<file path="src/rtl/two_axis_servo_slew_limiter_defines.svh">
// Assertion macros for the two-axis servo slew limiter.
// Used by the top level only; needs clock and reset in scope.
`ifndef TWO_AXIS_SERVO_SLEW_LIMITER_DEFINES_SVH
`define TWO_AXIS_SERVO_SLEW_LIMITER_DEFINES_SVH

// Same-cycle implication, checked at every rising clock edge outside reset.
`define TASSL_ASSERT_SAME(name, ante, cons, msg) \
   name: assert property (@(posedge clock) disable iff (reset) (ante) |-> (cons)) \
      else $error(msg);

// Next-cycle implication, checked at every rising clock edge outside reset.
`define TASSL_ASSERT_NEXT(name, ante, cons, msg) \
   name: assert property (@(posedge clock) disable iff (reset) (ante) |=> (cons)) \
      else $error(msg);

`endif

</file>
<file path="src/rtl/tassl_pkg.sv">
// Shared types, codes and reset values for the two-axis servo slew limiter.
// No dependencies; used by every RTL module of the block.
package tassl_pkg;

   localparam int unsigned NumAxes       = 2;
   localparam int unsigned AngleWidth    = 8;
   localparam int unsigned StepWidth     = 7;
   localparam int unsigned NudgeWidth    = 8;
   localparam int unsigned CmdWidth      = 9;
   localparam int unsigned CsrIndexWidth = 3;
   localparam int unsigned CsrDataWidth  = 8;

   typedef logic [AngleWidth-1:0] angle_type;
   typedef logic [StepWidth-1:0]  step_type;

   // Reset values of state and registers
   localparam angle_type ResetAngle  = 8'd90;
   localparam angle_type ResetMinA   = 8'd18;
   localparam angle_type ResetMaxA   = 8'd162;
   localparam angle_type ResetOffA   = 8'd18;
   localparam angle_type ResetMinB   = 8'd90;
   localparam angle_type ResetMaxB   = 8'd180;
   localparam angle_type ResetOffB   = 8'd0;
   localparam step_type  ResetStep   = 7'd1;

   typedef enum logic [1:0] {
      ACT_TICK  = 2'd0,
      ACT_SET   = 2'd1,
      ACT_NUDGE = 2'd2
   } action_type;

   typedef enum logic [CsrIndexWidth-1:0] {
      CSR_MIN_A     = 3'd0,
      CSR_MAX_A     = 3'd1,
      CSR_OFFSET_A  = 3'd2,
      CSR_MIN_B     = 3'd3,
      CSR_MAX_B     = 3'd4,
      CSR_OFFSET_B  = 3'd5,
      CSR_SLEW_STEP = 3'd6
   } csr_index_type;

   typedef struct packed {
      angle_type min_angle;
      angle_type max_angle;
      angle_type offset;
   } axis_cfg_type;

   typedef struct packed {
      axis_cfg_type [NumAxes-1:0] axis;
      step_type                   slew_step;
   } cfg_type;

   typedef struct packed {
      logic                emit;
      angle_type           position;
      angle_type           target;
      logic [CmdWidth-1:0] command_angle;
   } step_result_type;

endpackage

</file>
<file path="src/rtl/tassl_csr.sv">
// Configuration registers of the servo slew limiter: windows, offsets, step.
// Depends on tassl_pkg.
module tassl_csr (
   input  logic                                  clock,
   input  logic                                  reset,
   input  logic                                  csr_write_enable,
   input  logic [tassl_pkg::CsrIndexWidth-1:0]   csr_index,
   input  logic [tassl_pkg::CsrDataWidth-1:0]    csr_write_data,
   output tassl_pkg::cfg_type                    cfg
);

   tassl_pkg::cfg_type cfg_ff;
   tassl_pkg::cfg_type cfg_in;

   // Decode a write; unknown indexes are dropped
   always_comb begin
      cfg_in = cfg_ff;
      if (csr_write_enable) begin
         case (tassl_pkg::csr_index_type'(csr_index))
            tassl_pkg::CSR_MIN_A:     cfg_in.axis[0].min_angle = csr_write_data;
            tassl_pkg::CSR_MAX_A:     cfg_in.axis[0].max_angle = csr_write_data;
            tassl_pkg::CSR_OFFSET_A:  cfg_in.axis[0].offset    = csr_write_data;
            tassl_pkg::CSR_MIN_B:     cfg_in.axis[1].min_angle = csr_write_data;
            tassl_pkg::CSR_MAX_B:     cfg_in.axis[1].max_angle = csr_write_data;
            tassl_pkg::CSR_OFFSET_B:  cfg_in.axis[1].offset    = csr_write_data;
            tassl_pkg::CSR_SLEW_STEP:
               cfg_in.slew_step = csr_write_data[tassl_pkg::StepWidth-1:0];
            default: ;
         endcase
      end
   end

   always_ff @(posedge clock) begin
      if (reset) begin
         cfg_ff.axis[0].min_angle <= tassl_pkg::ResetMinA;
         cfg_ff.axis[0].max_angle <= tassl_pkg::ResetMaxA;
         cfg_ff.axis[0].offset    <= tassl_pkg::ResetOffA;
         cfg_ff.axis[1].min_angle <= tassl_pkg::ResetMinB;
         cfg_ff.axis[1].max_angle <= tassl_pkg::ResetMaxB;
         cfg_ff.axis[1].offset    <= tassl_pkg::ResetOffB;
         cfg_ff.slew_step         <= tassl_pkg::ResetStep;
      end else begin
         cfg_ff <= cfg_in;
      end
   end

   assign cfg = cfg_ff;

endmodule

</file>
<file path="src/rtl/tassl_step.sv">
// Per-request update of one axis: set, nudge or tick, plus the servo command.
// Pure combinational logic; depends on tassl_pkg.
module tassl_step (
   input  logic [1:0]                            action,
   input  tassl_pkg::angle_type                  request,
   input  logic signed [tassl_pkg::NudgeWidth-1:0] nudge,
   input  tassl_pkg::axis_cfg_type               axis_cfg,
   input  tassl_pkg::step_type                   slew_step,
   input  tassl_pkg::angle_type                  cur_angle,
   input  tassl_pkg::angle_type                  tgt_angle,
   output tassl_pkg::step_result_type            result
);

   logic signed [15:0] product;
   logic signed [16:0] moved;
   logic signed [16:0] max_wide;
   logic signed [16:0] min_wide;
   tassl_pkg::angle_type set_clamped;
   tassl_pkg::angle_type nudge_clamped;
   logic signed [9:0]  gap;
   logic signed [9:0]  step_wide;
   logic [8:0]         up;
   logic signed [9:0]  down;
   tassl_pkg::angle_type tick_angle;

   // Clamp a requested target into the window, max tested first
   always_comb begin
      if (request > axis_cfg.max_angle) begin
         set_clamped = axis_cfg.max_angle;
      end else if (request < axis_cfg.min_angle) begin
         set_clamped = axis_cfg.min_angle;
      end else begin
         set_clamped = request;
      end
   end

   // Shift the target by nudge steps, wide enough that nothing wraps
   always_comb begin
      product  = $signed(nudge) * $signed({1'b0, slew_step});
      moved    = {product[15], product} + {9'b0, tgt_angle};
      max_wide = $signed({9'b0, axis_cfg.max_angle});
      min_wide = $signed({9'b0, axis_cfg.min_angle});
      if (moved > max_wide) begin
         nudge_clamped = axis_cfg.max_angle;
      end else if (moved < min_wide) begin
         nudge_clamped = axis_cfg.min_angle;
      end else begin
         nudge_clamped = moved[7:0];
      end
   end

   // Step the current angle toward the target, or snap when close
   always_comb begin
      gap       = $signed({2'b0, tgt_angle}) - $signed({2'b0, cur_angle});
      step_wide = $signed({3'b0, slew_step});
      up        = {1'b0, cur_angle} + {2'b0, slew_step};
      down      = $signed({2'b0, cur_angle}) - step_wide;
      if (gap > step_wide) begin
         tick_angle = (up > {1'b0, axis_cfg.max_angle}) ? axis_cfg.max_angle : up[7:0];
      end else if (gap < -step_wide) begin
         tick_angle = (down < $signed({2'b0, axis_cfg.min_angle})) ?
                      axis_cfg.min_angle : down[7:0];
      end else begin
         tick_angle = tgt_angle;
      end
   end

   // Select the outcome by action; unused codes hold state and emit nothing
   always_comb begin
      result.emit     = 1'b0;
      result.position = cur_angle;
      result.target   = tgt_angle;
      case (tassl_pkg::action_type'(action))
         tassl_pkg::ACT_TICK: begin
            result.emit     = 1'b1;
            result.position = tick_angle;
         end
         tassl_pkg::ACT_SET:   result.target = set_clamped;
         tassl_pkg::ACT_NUDGE: result.target = nudge_clamped;
         default: ;
      endcase
      result.command_angle = {1'b0, result.position} + {1'b0, axis_cfg.offset};
   end

endmodule

</file>
<file path="src/rtl/two_axis_servo_slew_limiter.sv">
// Two-axis servo slew limiter: input register, axis state, step logic, result register.
// Depends on tassl_pkg, tassl_csr, tassl_step and the defines header.
//
// Usage:
//   Requests arrive on req_* (valid/ready). Action tick moves the axis's
//   current angle up to one slew step toward its target and returns one response
//   on rsp_* carrying the axis, current angle plus offset, current angle and
//   target. Set and nudge change the target and return nothing.
//   Configuration is written through csr_write_enable/csr_index/csr_write_data
//   while the block is idle; writes take effect on the next cycle.
// Timing:
//   A request is registered in the input register on acceptance and processed
//   there; a tick waits there while the result register holds an untaken
//   response, and its response is then registered in the result register.
//   One request per cycle is accepted, set by the single input register
//   and the single result register, as long as responses are taken.
// Reset:
//   Both axes return to 90 for current and target; registers take their
//   default windows, offsets and a step of one. Reset is synchronous.
// Stall:
//   A waiting response holds in the result register; set and nudge requests
//   keep flowing, but a tick holds in the input register, with req_ready low,
//   until the result register frees.
`include "two_axis_servo_slew_limiter_defines.svh"

module two_axis_servo_slew_limiter (
   input  logic                                    clock,
   input  logic                                    reset,
   input  logic                                    req_valid,
   output logic                                    req_ready,
   input  logic [1:0]                              req_action,
   input  logic                                    req_axis,
   input  logic [tassl_pkg::AngleWidth-1:0]        req_target_request,
   input  logic signed [tassl_pkg::NudgeWidth-1:0] req_nudge,
   output logic                                    rsp_valid,
   input  logic                                    rsp_ready,
   output logic                                    rsp_out_axis,
   output logic [tassl_pkg::CmdWidth-1:0]          rsp_command_angle,
   output logic [tassl_pkg::AngleWidth-1:0]        rsp_position,
   output logic [tassl_pkg::AngleWidth-1:0]        rsp_target,
   input  logic                                    csr_write_enable,
   input  logic [tassl_pkg::CsrIndexWidth-1:0]     csr_index,
   input  logic [tassl_pkg::CsrDataWidth-1:0]      csr_write_data
);

   tassl_pkg::cfg_type         cfg;
   tassl_pkg::step_result_type result;

   // Input register
   logic                                    s1_valid_ff, s1_valid_in;
   logic [1:0]                              s1_action_ff;
   logic                                    s1_axis_ff;
   tassl_pkg::angle_type                    s1_request_ff;
   logic signed [tassl_pkg::NudgeWidth-1:0] s1_nudge_ff;

   // Axis state
   tassl_pkg::angle_type cur_ff [tassl_pkg::NumAxes];
   tassl_pkg::angle_type cur_in [tassl_pkg::NumAxes];
   tassl_pkg::angle_type tgt_ff [tassl_pkg::NumAxes];
   tassl_pkg::angle_type tgt_in [tassl_pkg::NumAxes];

   // Result register
   logic                                rsp_valid_ff, rsp_valid_in;
   logic                                rsp_axis_ff;
   logic [tassl_pkg::CmdWidth-1:0]      rsp_command_ff;
   tassl_pkg::angle_type                rsp_position_ff;
   tassl_pkg::angle_type                rsp_target_ff;

   logic fire;
   logic accept;

   tassl_csr u_csr (
      .clock            (clock),
      .reset            (reset),
      .csr_write_enable (csr_write_enable),
      .csr_index        (csr_index),
      .csr_write_data   (csr_write_data),
      .cfg              (cfg)
   );

   tassl_step u_step (
      .action    (s1_action_ff),
      .request   (s1_request_ff),
      .nudge     (s1_nudge_ff),
      .axis_cfg  (cfg.axis[s1_axis_ff]),
      .slew_step (cfg.slew_step),
      .cur_angle (cur_ff[s1_axis_ff]),
      .tgt_angle (tgt_ff[s1_axis_ff]),
      .result    (result)
   );

   // Advance the registered request unless its response has nowhere to go
   assign fire      = s1_valid_ff && (!result.emit || !rsp_valid_ff || rsp_ready);
   assign req_ready = !s1_valid_ff || fire;
   assign accept    = req_valid && req_ready;

   always_comb begin
      s1_valid_in = s1_valid_ff;
      if (accept) begin
         s1_valid_in = 1'b1;
      end else if (fire) begin
         s1_valid_in = 1'b0;
      end
   end

   always_ff @(posedge clock) begin
      if (reset) begin
         s1_valid_ff <= 1'b0;
      end else begin
         s1_valid_ff <= s1_valid_in;
      end
   end

   // Capture the request payload on acceptance
   always_ff @(posedge clock) begin
      if (accept) begin
         s1_action_ff  <= req_action;
         s1_axis_ff    <= req_axis;
         s1_request_ff <= req_target_request;
         s1_nudge_ff   <= req_nudge;
      end
   end

   // Write back the addressed axis when the request fires
   always_comb begin
      cur_in = cur_ff;
      tgt_in = tgt_ff;
      if (fire) begin
         cur_in[s1_axis_ff] = result.position;
         tgt_in[s1_axis_ff] = result.target;
      end
   end

   always_ff @(posedge clock) begin
      if (reset) begin
         for (int i = 0; i < tassl_pkg::NumAxes; i++) begin
            cur_ff[i] <= tassl_pkg::ResetAngle;
            tgt_ff[i] <= tassl_pkg::ResetAngle;
         end
      end else begin
         cur_ff <= cur_in;
         tgt_ff <= tgt_in;
      end
   end

   // Load the result register on a tick; drop it once taken
   always_comb begin
      rsp_valid_in = rsp_valid_ff;
      if (fire && result.emit) begin
         rsp_valid_in = 1'b1;
      end else if (rsp_ready) begin
         rsp_valid_in = 1'b0;
      end
   end

   always_ff @(posedge clock) begin
      if (reset) begin
         rsp_valid_ff <= 1'b0;
      end else begin
         rsp_valid_ff <= rsp_valid_in;
      end
   end

   always_ff @(posedge clock) begin
      if (fire && result.emit) begin
         rsp_axis_ff     <= s1_axis_ff;
         rsp_command_ff  <= result.command_angle;
         rsp_position_ff <= result.position;
         rsp_target_ff   <= result.target;
      end
   end

   assign rsp_valid         = rsp_valid_ff;
   assign rsp_out_axis      = rsp_axis_ff;
   assign rsp_command_angle = rsp_command_ff;
   assign rsp_position      = rsp_position_ff;
   assign rsp_target        = rsp_target_ff;

   // A blocked request stays in the input register untouched
   `TASSL_ASSERT_NEXT(a_s1_hold, s1_valid_ff && !fire,
      s1_valid_ff && $stable(s1_action_ff) && $stable(s1_axis_ff),
      "blocked request left the input register")

   // A fired tick shows up as a response with the stepped position
   `TASSL_ASSERT_NEXT(a_tick_response,
      fire && (s1_action_ff == tassl_pkg::ACT_TICK),
      rsp_valid_ff && (rsp_position_ff == $past(result.position)),
      "tick did not produce its response")

   // Set and nudge never move a current angle
   `TASSL_ASSERT_NEXT(a_target_only,
      fire && (s1_action_ff != tassl_pkg::ACT_TICK),
      (cur_ff[0] == $past(cur_ff[0])) && (cur_ff[1] == $past(cur_ff[1])),
      "non-tick request changed a current angle")

endmodule

</file>
<file path="config.mk">
export PLATFORM = sky130hd
export DESIGN_NAME = two_axis_servo_slew_limiter
export DESIGN_NICKNAME = d
export VERILOG_FILES = /design/src/rtl/tassl_pkg.sv /design/src/rtl/tassl_csr.sv /design/src/rtl/tassl_step.sv /design/src/rtl/two_axis_servo_slew_limiter.sv
export VERILOG_INCLUDE_DIRS = /design/src /design/src/rtl
export SDC_FILE = /design/constraint.sdc
export NUM_CORES = 1
export LEC_CHECK = 0
export BUFFER_PORTS_ARGS = -buffer_cell sky130_fd_sc_hd__buf_2
export CAP_MARGIN = 20
export CORE_UTILIZATION = 45
export DETAILED_ROUTE_END_ITERATION = 8
export MAX_ROUTING_LAYER = met4
export PLACE_DENSITY = 0.69
export SYNTH_ARGS = -nofsm -noshare
export SYNTH_HDL_FRONTEND = slang
export SYNTH_SLANG_ARGS = --single-unit
export TNS_END_PERCENT = 20
</file>
<file path="constraint.sdc">
create_clock -name clock -period 6.8 [get_ports clock]
set_input_delay 0.68 -clock clock [delete_from_list [all_inputs] [get_ports clock]]
set_output_delay 0.68 -clock clock [all_outputs]
set_load 0.03 [all_outputs]
</file>
# ---- After elaboration in Yosys (flattened, before gate mapping)
# Cells that the tools add are included.
dict set report word_totals {
  input_bits 35
  ff_bits 134
}
dict set report op_classes {
  n_lt_le_gt_ge 11
  bitwise_logic 1
  reduce_logical 21
  mul 1
  n_addsub 6
  eq_ne 8
  mux 26
}
# cell n
set ops {}
lappend ops {{two-way mux 8 bit} 15}
lappend ops {{two-way mux 24 bit} 2}
lappend ops {{bitwise mux 16 bit} 2}
lappend ops {{adder 16 x 9 -> 17 bit} 1}
lappend ops {{> comparator 17 x 9 -> 1 bit} 1}
lappend ops {{less-than comparator 17 x 9 -> 1 bit} 1}
lappend ops {{multiplier 8 x 8 -> 16 bit} 1}
lappend ops {{one-hot mux 8 bit (2 select lines)} 1}
lappend ops {{AND reduction 2 bit} 7}
lappend ops {{> comparator 10 x 8 -> 1 bit} 1}
lappend ops {{less-than comparator 10 bit} 1}
lappend ops {{less-than comparator 10 x 9 -> 1 bit} 1}
lappend ops {{negation 7 -> 10 bit} 1}
lappend ops {{adder 8 x 7 -> 9 bit} 1}
lappend ops {{adder 8 x 8 -> 9 bit} 1}
lappend ops {{== test 3 bit, second input constant} 3}
lappend ops {{> comparator 9 x 8 -> 1 bit} 1}
lappend ops {{two-way mux 9 bit} 1}
lappend ops {{subtractor 8 x 7 -> 9 bit} 1}
lappend ops {{subtractor 8 x 8 -> 9 bit} 1}
lappend ops {{demux 8 bit (select 1 bit)} 1}
lappend ops {{> comparator 8 bit} 1}
lappend ops {{less-than comparator 8 bit} 1}
lappend ops {{== test 3 x 2 -> 1 bit, second input constant} 2}
lappend ops {{other kinds (14)} 25}

# ---- Longest topological paths before layout
# Gate-level depths: netlist of run 1.
dict set report depth {
  ltp_word 17
  depth_mapped 34
  depth_no_buf 31
}

# ---- Cells and area by module
# From an unflattened synthesis of run 1, not the netlist that was laid out.
dict set report hier_totals {
  hier_cells 1262
  area_unflattened_um2 11980.2
}
# mod area_per_inst_um2 cells_each seq_area_each_um2 instances
set by_module_without_submodules {}
lappend by_module_without_submodules {tassl_step 6518.8 817 0.0 1}
lappend by_module_without_submodules {two_axis_servo_slew_limiter 3245.6 238 2031.9 1}
lappend by_module_without_submodules {tassl_csr 2215.9 207 1101.1 1}

# ---- Worst setup path after synthesis of run 1
# No wires, ideal clock.
dict set report synth_timing {
  path_kind {register -> register}
  from {register s1_axis_ff}
  to {register rsp_target_ff[0], in the netlist rsp_target[0], data pin}
  t_arrival_ps 6167
  setup_slack_ps 364
  period_less_slack_ps 6436
  setup_time_ps 269
  stages_incl_launch_ff 25
  t_required_ps 6531
  cell_sequence {edfxtp_1 buf_8 clkbuf_1 mux2i_1 fa_1 inv_1 fa_1 fa_1 inv_1 fa_1 inv_1 ha_1 a21o_1 nor2_1 xnor2_1 ha_1 a211oi_1 nand2_1 o221ai_1 and3_2 nand4_1 nor3_4 mux2i_1 a2111oi_2 nor2_1}
}
# item line
set synth_rtl {}
lappend synth_rtl {{start, declared} two_axis_servo_slew_limiter.sv:52} ;# logic s1_axis_ff;
lappend synth_rtl {{start signal, assigned} two_axis_servo_slew_limiter.sv:118} ;# s1_axis_ff <= req_axis;
lappend synth_rtl {{end signal, assigned} two_axis_servo_slew_limiter.sv:169} ;# rsp_target_ff <= result.target;
lappend synth_rtl {{end, declared} two_axis_servo_slew_limiter.sv:67} ;# tassl_pkg::angle_type rsp_target_ff;

==> results of run 1 <==
==> placed cells by master (no fill, tap or decap), drive strengths merged, types with 9 or more instances in the layout <==
master    n
a211o    11
a211oi   18
a21o     16
a21oi    86
a31oi    12
and2     34
and3      9
buf     100
clkbuf   17
dfxtp    89
edfxtp   45
fa       59
ha      131
inv     166
mux2     24
mux2i    55
nand2   139
nand3    19
nand3b   16
nor2     78
nor2b    21
nor3     18
o21a     11
o21ai    44
o31ai     9
xnor2    27
xor2     11
==> routing by layer <==
metal / wire [um] / global-route usage (%) / part of all wire (%)
met4: 986 / 9.35 / 3.0
met3: 1960 / 3.64 / 6.0
met2: 15100 / 41.4 / 46
met1: 14700 / 34.2 / 45
met5: 0 / - / 0
==> cell type report <==
class                   count  area (um^2)
multi-input cells         956         7700
flip-flops and latches    134         3130
repair buffers            100          599
inverters                 162          608
well taps                 330          413
fillers                  2356        12200
clock inverters            15          171
clock buffers              17          425
==> cells by family (layout without fill, tap and decap cells) <==
kind of cell	Yosys count	count (layout)
fa+ha+maj	190	190
simple gates	369	369
buf+inv	204	294
flops	134	134
xor+xnor	38	38
compound gates	280	280
mux	79	79
==> worst max path at each step <==
| stage | startpoint | endpoint | slack [ps] | depth (start not counted) |
|---|---|---|---|---|
| final | s1_axis_ff | rsp_target[2] | 330 | 21 |
| after global routing | s1_axis_ff | rsp_target[2] | -7 | 21 |
| after CTS | s1_axis_ff | rsp_target[6] | 70 | 22 |
| after detailed placement | s1_axis_ff | rsp_target[6] | 120 | 22 |
| after global placement | s1_axis_ff | rsp_target[6] | 370 | 22 |
| after floorplan | s1_axis_ff | rsp_target[0] | 360 | 24 |
==> state kept, by name (all words and copies together), names as in the netlist <==
name	count
cur_ff	16
rsp_command_angle	9
rsp_out_axis	1
rsp_position	8
rsp_target	8
rsp_valid	1
s1_action_ff	2
s1_axis_ff	1
s1_nudge_ff	8
s1_request_ff	8
s1_valid_ff	1
tgt_ff	16
u_csr.cfg	55
==> repair_timing <==
action	CTS	global route
buffers inserted	0	5
setup endpoints to repair	0	27
gates resized for setup	0	15
==> through the flow <==
stage / setup slack, ps / power (mW)
floorplan: 364 / 1.69
global placement: 369 / 1.93
global route: -7.24 / 3.11
detailed placement: 117 / 1.94
finish: 331 / 2.96
CTS: 74.6 / 2.92
==> power by group <==
part	total (mW)	internal [mW]	switching (mW)
Clock	0.986	0.550	0.436
Sequential	0.890	0.868	0.0229
Combinational	1.08	0.432	0.652
==> flow_metrics.tcl, run 1 <==
set metrics [dict create \
    outcome "finished, final reports clean" \
    power.ir.vdd_worst_mv 0.126 \
    antenna_cells_inserted 0 \
    timing.max_slew.rel_slack_pct 28.0 \
    grt_antenna_before_repair 0 \
    core.rowCount 58 \
    finalSetupTns_ps 0 \
    worstMarginPinSlew_ps 1070 \
    crit_chain "buf_4 > mux2i_2 > fa_1 > inv_1 > fa_1 > ha_1 > fa_1 > fa_1 > and3_1 > nor2_1 > xnor2_2 > ha_1 > a211oi_2 > nand2_1 > o221ai_1 > and3_2 > nand4_1 > nor3_4 > mux2i_1 > nor4_1 > nor2_1" \
    grt_pass1_vias 9265 \
    worst_clock_skew_ps 16.4 \
    globalRouteOverflowTotal 0 \
    post-route-period-util_pct 95.1 \
    place.gp.congestion 0.968 \
    worst_hold_path_cells 1 \
    r2r_end "rsp_target[2]" \
    critical_path_arrival_ps 6640 \
    postCtsHoldBufs 0 \
    setup.worst_path.end_class "flip-flop" \
    dr.pass1.iters 7 \
    yosys.area.top_type "sky130_fd_sc_hd__dfxtp_1" \
    synth_top_area_share_pct 15.3 \
    report.final.hold_viol_count 0 \
    dominant_combinational_cell_family_by_area_after_synthesis "adder cells" \
    timing.hold.ws_ps 401 \
    design.core.area_um2 25300 \
    synth_compound_area_share_pct 16.1 \
    syn-instance-count 1294 \
    htree_levels 4 \
    synthFlopType "sky130_fd_sc_hd__dfxtp_1" \
    synth.top_cells.by_count "sky130_fd_sc_hd__inv_1, sky130_fd_sc_hd__nand2_1, sky130_fd_sc_hd__ha_1" \
    global_route_wire_length_before_repair_um 51200 \
    clock.fmax_mhz 155 \
    synth_enable_flop_cells 45 \
    count_of_max_cap_constraint_violations 0 \
    crit-reg2reg-launch "s1_axis_ff" \
    floorplan.initialDensity_pct 46.0 \
    cts_tree "built" \
    timing.critical_path.slowest_cell_delay_ps 540 \
    final_critical_path_required_period_ps 6470 \
    post-synth-top-count-cell "sky130_fd_sc_hd__inv_1" \
    setup.worst_path.start_class "flip-flop" \
    postPlaceCellArea_um2 12300 \
    top_level_ports 63 \
    final_layout_size_suffix_gt1_share_pct 13.6 \
    post_synthesis_adder_cell_area_fraction_pct 24.3 \
    power_leakage_nw 5.82 \
    muxShareOfSynthArea_pct 7.06 \
    synth_area_per_cell_um2 8.99 \
    clock-sinks 134 \
    post-route-util_pct 51.7 \
    ys_async_sr_fraction_pct 0 \
    numPortBuffers 62 \
    timing.critical_path.max_delay_family "adder cells" \
    worstRegToRegCells 21 \
    grt_max_degree 93 \
    track_usage_pct 26.2 \
    power-per-cell-area_nw_per_um2 227 \
    setup_violations 0 \
    grt_setup_unrepaired "yes" \
    hold_path.startpoint "req_target_request[4]" \
    synth.cell_area_um2 11600 \
    filler_free_cell_count_of_the_finished_design 1714 \
    die_x_um 163 \
    clk_path_buf_depth 2 \
    drtAntennaViolNets 0 \
    postLayoutCellArea_um2 13100 \
    synthXorXnorAreaFrac_pct 2.86 \
    clock_edge_transition_at_the_registers_on_the_reported_setup_and_hold_paths_ps 80 \
    cts.root.buffer_cell "sky130_fd_sc_hd__clkbuf_16" \
    timing.critical_path.slowest_stage_cell "sky130_fd_sc_hd__fa_1" \
    flow.area_growth_from_synthesis_pct 12.2 \
    synth_fp_nets 1519 \
    critical_setup_path_class "reg2reg" \
    vias_per_cell 5.64 \
    whs_endpoint "s1_request_ff[4]" \
    dp.final_hpwl_um 25500 \
    drt_iter0_markers 799 \
    avgRoutedWirePerCell_um 19.1 \
    cts_made_buffers 17 \
    final_routed_wirelength_across_all_metal_layers_um 32700 \
    report.final.slew_viol_count 0 \
    crit_required_ps 6970 \
    die-area_um2 26500 \
    post_synth_main_area_contributors "sky130_fd_sc_hd__dfxtp_1, sky130_fd_sc_hd__ha_1, sky130_fd_sc_hd__edfxtp_1" \
    r2r_slack_ps 330 \
    num-nets-final 1596 \
    path_max_fanout 6 \
    synth_simple_gate_area_share_pct 15.3 \
    placed_cells_incl_taps 1677 \
    crit_buf_inv 2 \
    crit_path_frequent_cell "sky130_fd_sc_hd__fa_1" \
    clock_latency_ps 450 \
    drc_violation_count_after_routing 0 \
    dr_total_vias 9663 \
    synth.yosys.warnings 0 \
    die_height_um 163 \
    synth.yosys.seq_area_share_pct 26.9 \
    postSynthRegisterBits 134 \
    ys_types 80 \
    hp-class "in2reg" \
]
No activity file was read; power rests on OpenSTA's default activity.
==> inputs of run 2 (changes only) <==
clock period = 5.75 ns   (was 6.8 ns; I/O delays follow)
==> flow_metrics.tcl, run 2 (same netlist as run 1, synthesis figures left out) <==
set metrics [dict create \
    numPortBuffers 62 \
    timing.max_slew.rel_slack_pct 36.8 \
    fillers 2243 \
    hp-class "in2reg" \
    core.rowCount 58 \
    timing.critical_path.max_delay_family "adder cells" \
    final_critical_path_required_period_ps 5940 \
    drc_violation_count_after_routing 0 \
    report.final.slew_viol_count 0 \
    outcome "finished, violations left" \
    highest_count_cells_in_the_layout_ignoring_fill_and_taps "sky130_fd_sc_hd__buf_4, sky130_fd_sc_hd__inv_1, sky130_fd_sc_hd__nand2_1" \
    htree_levels 4 \
    placed_cells_incl_taps 1786 \
    report.final.hold_viol_count 0 \
    failed_checks "setup timing" \
    dr_total_vias 10336 \
    flip_flop_count_of_the_largest_register_all_copies_and_words_added 55 \
    floorplan.initialDensity_pct 46.0 \
    clk_path_buf_depth 2 \
    final_routed_wirelength_across_all_metal_layers_um 35200 \
    clock_latency_ps 430 \
    layout_commonest_cell "sky130_fd_sc_hd__buf_4" \
    met2_usage_pct 43.1 \
    dp.final_hpwl_um 26800 \
    setup_slack_ps -191 \
    dr.pass1.iters 8 \
    top_level_ports 63 \
    critPathLaunch "s1_axis_ff" \
    critical_path_arrival_ps 6130 \
    drt_iter0_markers 910 \
    critical_setup_path_class "reg2reg" \
    crit_path_frequent_cell "sky130_fd_sc_hd__fa_1" \
    num-nets-final 1722 \
    grt_max_degree 93 \
    filler_free_cell_count_of_the_finished_design 1840 \
    final_layout_size_suffix_gt1_share_pct 26.8 \
    setup.worst_path.end_class "flip-flop" \
    count_of_max_cap_constraint_violations 0 \
    die_height_um 163 \
    vias_per_cell 5.62 \
    place.gp.congestion 0.996 \
    die-area_um2 26500 \
    setup_violations 27 \
    power.ir.vdd_worst_mv 0.179 \
    power-per-cell-area_nw_per_um2 267 \
    flow.area_growth_from_synthesis_pct 25.9 \
    gr-usage-met3_pct 3.79 \
    cts_tree "built" \
    crit_required_ps 5930 \
    clock_edge_transition_at_the_registers_on_the_reported_setup_and_hold_paths_ps 70 \
    antenna_cells_inserted 0 \
    worst_clock_skew_ps 13.7 \
    timing.critical_path.slowest_cell_delay_ps 500 \
    path_max_fanout 6 \
    avgRoutedWirePerCell_um 19.1 \
    global_route_wire_length_before_repair_um 53300 \
    design.core.area_um2 25300 \
    grt_antenna_before_repair 0 \
    timing.critical_path.slowest_stage_cell "sky130_fd_sc_hd__fa_1" \
    hold_path.startpoint "req_nudge[6]" \
    cts_made_buffers 17 \
    globalRouteOverflowTotal 0 \
    grt_setup_unrepaired "yes" \
    setup.worst_path.start_class "flip-flop" \
    power_leakage_nw 6.55 \
    track_usage_pct 27.1 \
    worstMarginPinSlew_ps 948 \
    post-route-util_pct 58.0 \
    clock-sinks 134 \
    total_power_mw 3.91 \
    clock.fmax_mhz 168 \
    crit_buf_inv 6 \
    drtAntennaViolNets 0 \
    grt_util_met1_pct 35.2 \
    post-route-period-util_pct 103 \
    grt_pass1_vias 9927 \
    crit-reg2reg-launch "s1_axis_ff" \
    cts.root.buffer_cell "sky130_fd_sc_hd__clkbuf_16" \
    die_x_um 163 \
    global_route.peak_usage_layer "met2" \
]
## run 2: what timing repair did
| action | in CTS | in global routing |
|---|---|---|
| hold buffers | 0 | 0 |
| resized for setup | 25 | 108 |
| cloned | 0 | 1 |
| endpoints found under the setup margin | 25 | 30 |
| buffers inserted | 5 | 17 |
| pin swaps | 22 | 48 |
## run 2: metrics by stage
stage                     hold WS (ps)  instance area [um^2]  setup TNS (ps)  worst slack, ps
after floorplan                    433                 11700           -1720             -237
after global placement             438                 13300           -1530             -122
after detailed placement           443                 13300           -4720             -254
after CTS                          306                 14000           -1710             -168
after global routing               308                 14600           -8860             -419
final                              312                 14600           -2420             -191
## run 2: layout make-up
class	instances	area (um^2)	area share, %
Multi-Input combinational cell	957	8320	56.8
Clock buffer	17	425	2.91
Timing Repair Buffer	225	1580	10.8
Tap cell	330	413	2.82
Clock inverter	15	163	1.11
Sequential cell	134	3130	21.4
Inverter	162	608	4.15
## run 2: final timing paths
| path | slack, ps | to | cells after the start |
|---|---|---|---|
| min | 310 | s1_nudge_ff[6] | 1 |
| max | -190 | rsp_target[6] | 25 |
| min reg2reg | 450 | u_csr.cfg[19] | 2 |
| max reg2reg | -190 | rsp_target[6] | 25 |
## run 2: power by group
group / internal [mW] / total [mW] / leakage (nW) / switching (mW)
logic: 0.803 / 1.72 / 5.12 / 0.919
registers: 1.03 / 1.05 / 1.15 / 0.0266
clock network: 0.616 / 1.14 / 0.276 / 0.520
total: 2.44 / 3.91 / 6.55 / 1.47
## run 2: routing by layer
layer  share of wire [%]  up-vias  routed length, um
met4                 3.3        0               1150
met5                   0        -                  0
met2                  47      394              16400
met3                 6.8       75               2390
met1                  43     4966              15300
li1                    -     4901                  -
==> inputs of run 3 (changes only) <==
CAP_MARGIN = unset   (was 20)
SETUP_SLACK_MARGIN = 0.1   (was unset)
==> flow_metrics.tcl, run 3 (same netlist as run 1, synthesis figures left out) <==
set metrics [dict create \
    drt_iter0_markers 826 \
    final_routed_wirelength_across_all_metal_layers_um 33600 \
    path_max_fanout 6 \
    power_leakage_nw 6.42 \
    post-route-period-util_pct 104 \
    critical_path_arrival_ps 6160 \
    postCtsHoldBufs 0 \
    numPortBuffers 62 \
    seq_power_share_pct 28.5 \
    hp-class "in2reg" \
    flow.area_growth_from_synthesis_pct 22.1 \
    critPathLaunch "s1_axis_ff" \
    p_int_mw 2.31 \
    htree_levels 4 \
    final_critical_path_required_period_ps 5980 \
    power.ir.vdd_worst_mv 0.162 \
    grt_antenna_before_repair 0 \
    setup_violations 25 \
    highest_count_cells_in_the_layout_ignoring_fill_and_taps "sky130_fd_sc_hd__inv_1, sky130_fd_sc_hd__buf_4, sky130_fd_sc_hd__nand2_1" \
    crit-reg2reg-launch "s1_axis_ff" \
    final_layout_size_suffix_gt1_share_pct 23.6 \
    report.final.slew_viol_count 0 \
    core.rowCount 58 \
    setup_slack_ps -231 \
    grt_max_degree 52 \
    critical_setup_path_class "reg2reg" \
    place_ws_ps -262 \
    top_level_ports 63 \
    netSwitchingFraction_pct 37.5 \
    design.core.area_um2 25300 \
    dr.pass1.iters 6 \
    num-nets-final 1715 \
    die_height_um 163 \
    power.clock.fraction_pct 29.9 \
    antenna_cells_inserted 0 \
    worstMarginPinSlew_ps 1210 \
    worstRegToRegCells 25 \
    report.final.hold_viol_count 0 \
    dr_total_vias 10185 \
    setup.worst_path.start_class "flip-flop" \
    grt_pass1_vias 9988 \
    postLayoutCellArea_um2 14200 \
    grt_setup_unrepaired "yes" \
    power-per-cell-area_nw_per_um2 260 \
    clk_path_buf_depth 2 \
    cts_made_buffers 17 \
    flip_flop_count_of_the_largest_register_all_copies_and_words_added 55 \
    count_of_max_cap_constraint_violations 0 \
    worst_clock_skew_ps 17.2 \
    vias_per_cell 5.56 \
    clock.fmax_mhz 167 \
    setup.worst_path.end_class "flip-flop" \
    r2r_slack_ps -230 \
    r2r_end "rsp_target[6]" \
    outcome "finished, violations left" \
    die-area_um2 26500 \
    postPlaceCellArea_um2 13300 \
    layout_commonest_cell "sky130_fd_sc_hd__inv_1" \
    post-route-util_pct 56.2 \
    clock_edge_transition_at_the_registers_on_the_reported_setup_and_hold_paths_ps 80 \
    track_usage_pct 26.8 \
    crit_required_ps 5930 \
    combinationalPowerShare_pct 41.7 \
    cts_tree "built" \
    drc_violation_count_after_routing 0 \
    cts.root.buffer_cell "sky130_fd_sc_hd__clkbuf_16" \
    dp.final_hpwl_um 26800 \
    timing.max_slew.rel_slack_pct 18.8 \
    power_spent_charging_and_discharging_nets_mw 1.38 \
    clock-sinks 134 \
    globalRouteOverflowTotal 0 \
    avgRoutedWirePerCell_um 18.3 \
    drtAntennaViolNets 0 \
    crit_end "rsp_target[6]" \
    total_power_mw 3.69 \
    die_x_um 163 \
    global_route_wire_length_before_repair_um 52700 \
    floorplan.initialDensity_pct 46.0 \
    failed_checks "setup timing" \
    clock_latency_ps 440 \
    place.gp.congestion 1.03 \
]
-- run 3: changes by cell type in the layout (fill, tap and decap cells not counted), moves of 4 or more --
cell                      previous run  this run
sky130_fd_sc_hd__ha_4               10         2
sky130_fd_sc_hd__o21ai_1             5         9
sky130_fd_sc_hd__inv_1             152       159
sky130_fd_sc_hd__xnor2_1            22        26
sky130_fd_sc_hd__buf_4             156       151
sky130_fd_sc_hd__inv_2               9         2
sky130_fd_sc_hd__a21oi_1            76        80
sky130_fd_sc_hd__ha_1              116       126
-- run 3: layout make-up --
| cell class | instances | area (um^2) |
|---|---|---|
| multi-input combinational | 956 | 7950 |
| fill | 2265 | 11100 |
| sequential | 134 | 3130 |
| inverter | 162 | 608 |
| tap | 330 | 413 |
| timing repair buffer | 219 | 1510 |
| clock inverter | 15 | 150 |
| clock buffer | 17 | 425 |
-- run 3: power by group through the flow --
| stage | registers (mW) | clock network, mW | logic [mW] |
|---|---|---|---|
| 3_5_place_dp | 1.07 | 0 | 1.46 |
| 3_3_place_gp | 1.07 | 0 | 1.43 |
| 6_report | 1.05 | 1.10 | 1.54 |
| 5_1_grt | 1.05 | 1.15 | 1.70 |
| 4_1_cts | 1.05 | 1.11 | 1.49 |
| 2_1_floorplan | 1.08 | 0 | 0.958 |
-- run 3: worst max-delay path, stage by stage, from the launching register on --
cell and delay, ps:
sky130_fd_sc_hd__edfxtp_1 420, sky130_fd_sc_hd__buf_6 170, sky130_fd_sc_hd__mux2i_4 200, sky130_fd_sc_hd__fa_1 480, sky130_fd_sc_hd__inv_1 50, sky130_fd_sc_hd__fa_1 460
sky130_fd_sc_hd__fa_1 510, sky130_fd_sc_hd__inv_1 50, sky130_fd_sc_hd__fa_1 490, sky130_fd_sc_hd__inv_2 50, sky130_fd_sc_hd__ha_4 210, sky130_fd_sc_hd__a21o_1 210
sky130_fd_sc_hd__nor2_4 130, sky130_fd_sc_hd__xnor2_2 130, sky130_fd_sc_hd__ha_1 270, sky130_fd_sc_hd__a211oi_2 260, sky130_fd_sc_hd__nand2_1 70, sky130_fd_sc_hd__o221ai_1 170
sky130_fd_sc_hd__and3_4 200, sky130_fd_sc_hd__nand4_1 180, sky130_fd_sc_hd__buf_4 200, sky130_fd_sc_hd__o41ai_2 270, sky130_fd_sc_hd__buf_4 180, sky130_fd_sc_hd__a21boi_2 60
sky130_fd_sc_hd__o21a_1 90, sky130_fd_sc_hd__or2_1 200
-- run 3: through the flow --
step | TNS [ps] | hold WS, ps | cells
after CTS | -1310 | 296 | 1831
after global routing | -11080 | 295 | 1833
after floorplan | -1700 | 433 | 1294
after detailed placement | -4340 | 446 | 1797
after global placement | -2260 | 440 | 1797
final | -2880 | 300 | 1833
-- run 3: how the worst min path moves through the flow --
stage	start	endpoint	slack (ps)	cells past startpoint
global route	req_nudge[3]	s1_nudge_ff[3]	290	1
floorplan	u_csr.cfg[31]	u_csr.cfg[31]	430	2
CTS	req_nudge[3]	s1_nudge_ff[3]	300	1
detailed placement	u_csr.cfg[9]	u_csr.cfg[9]	450	2
global placement	u_csr.cfg[17]	u_csr.cfg[17]	440	2
finish	req_nudge[3]	s1_nudge_ff[3]	300	1
-- run 3: per-layer routing --
| layer | vias up | GRT usage, % | share of wire, % |
|---|---|---|---|
| met5 | - | - | 0 |
| met4 | 0 | 10.8 | 3.6 |
| met3 | 88 | 4.61 | 6.5 |
| met2 | 350 | 42.4 | 46 |
| met1 | 4850 | 34.0 | 44 |
| li1 | 4897 | - | - |
-- run 3: timing repair --
action	CTS	global route
pin swaps	9	22
gates cloned	0	0
setup endpoints to repair	28	31
gates resized for setup	19	42
setup buffers	2	2
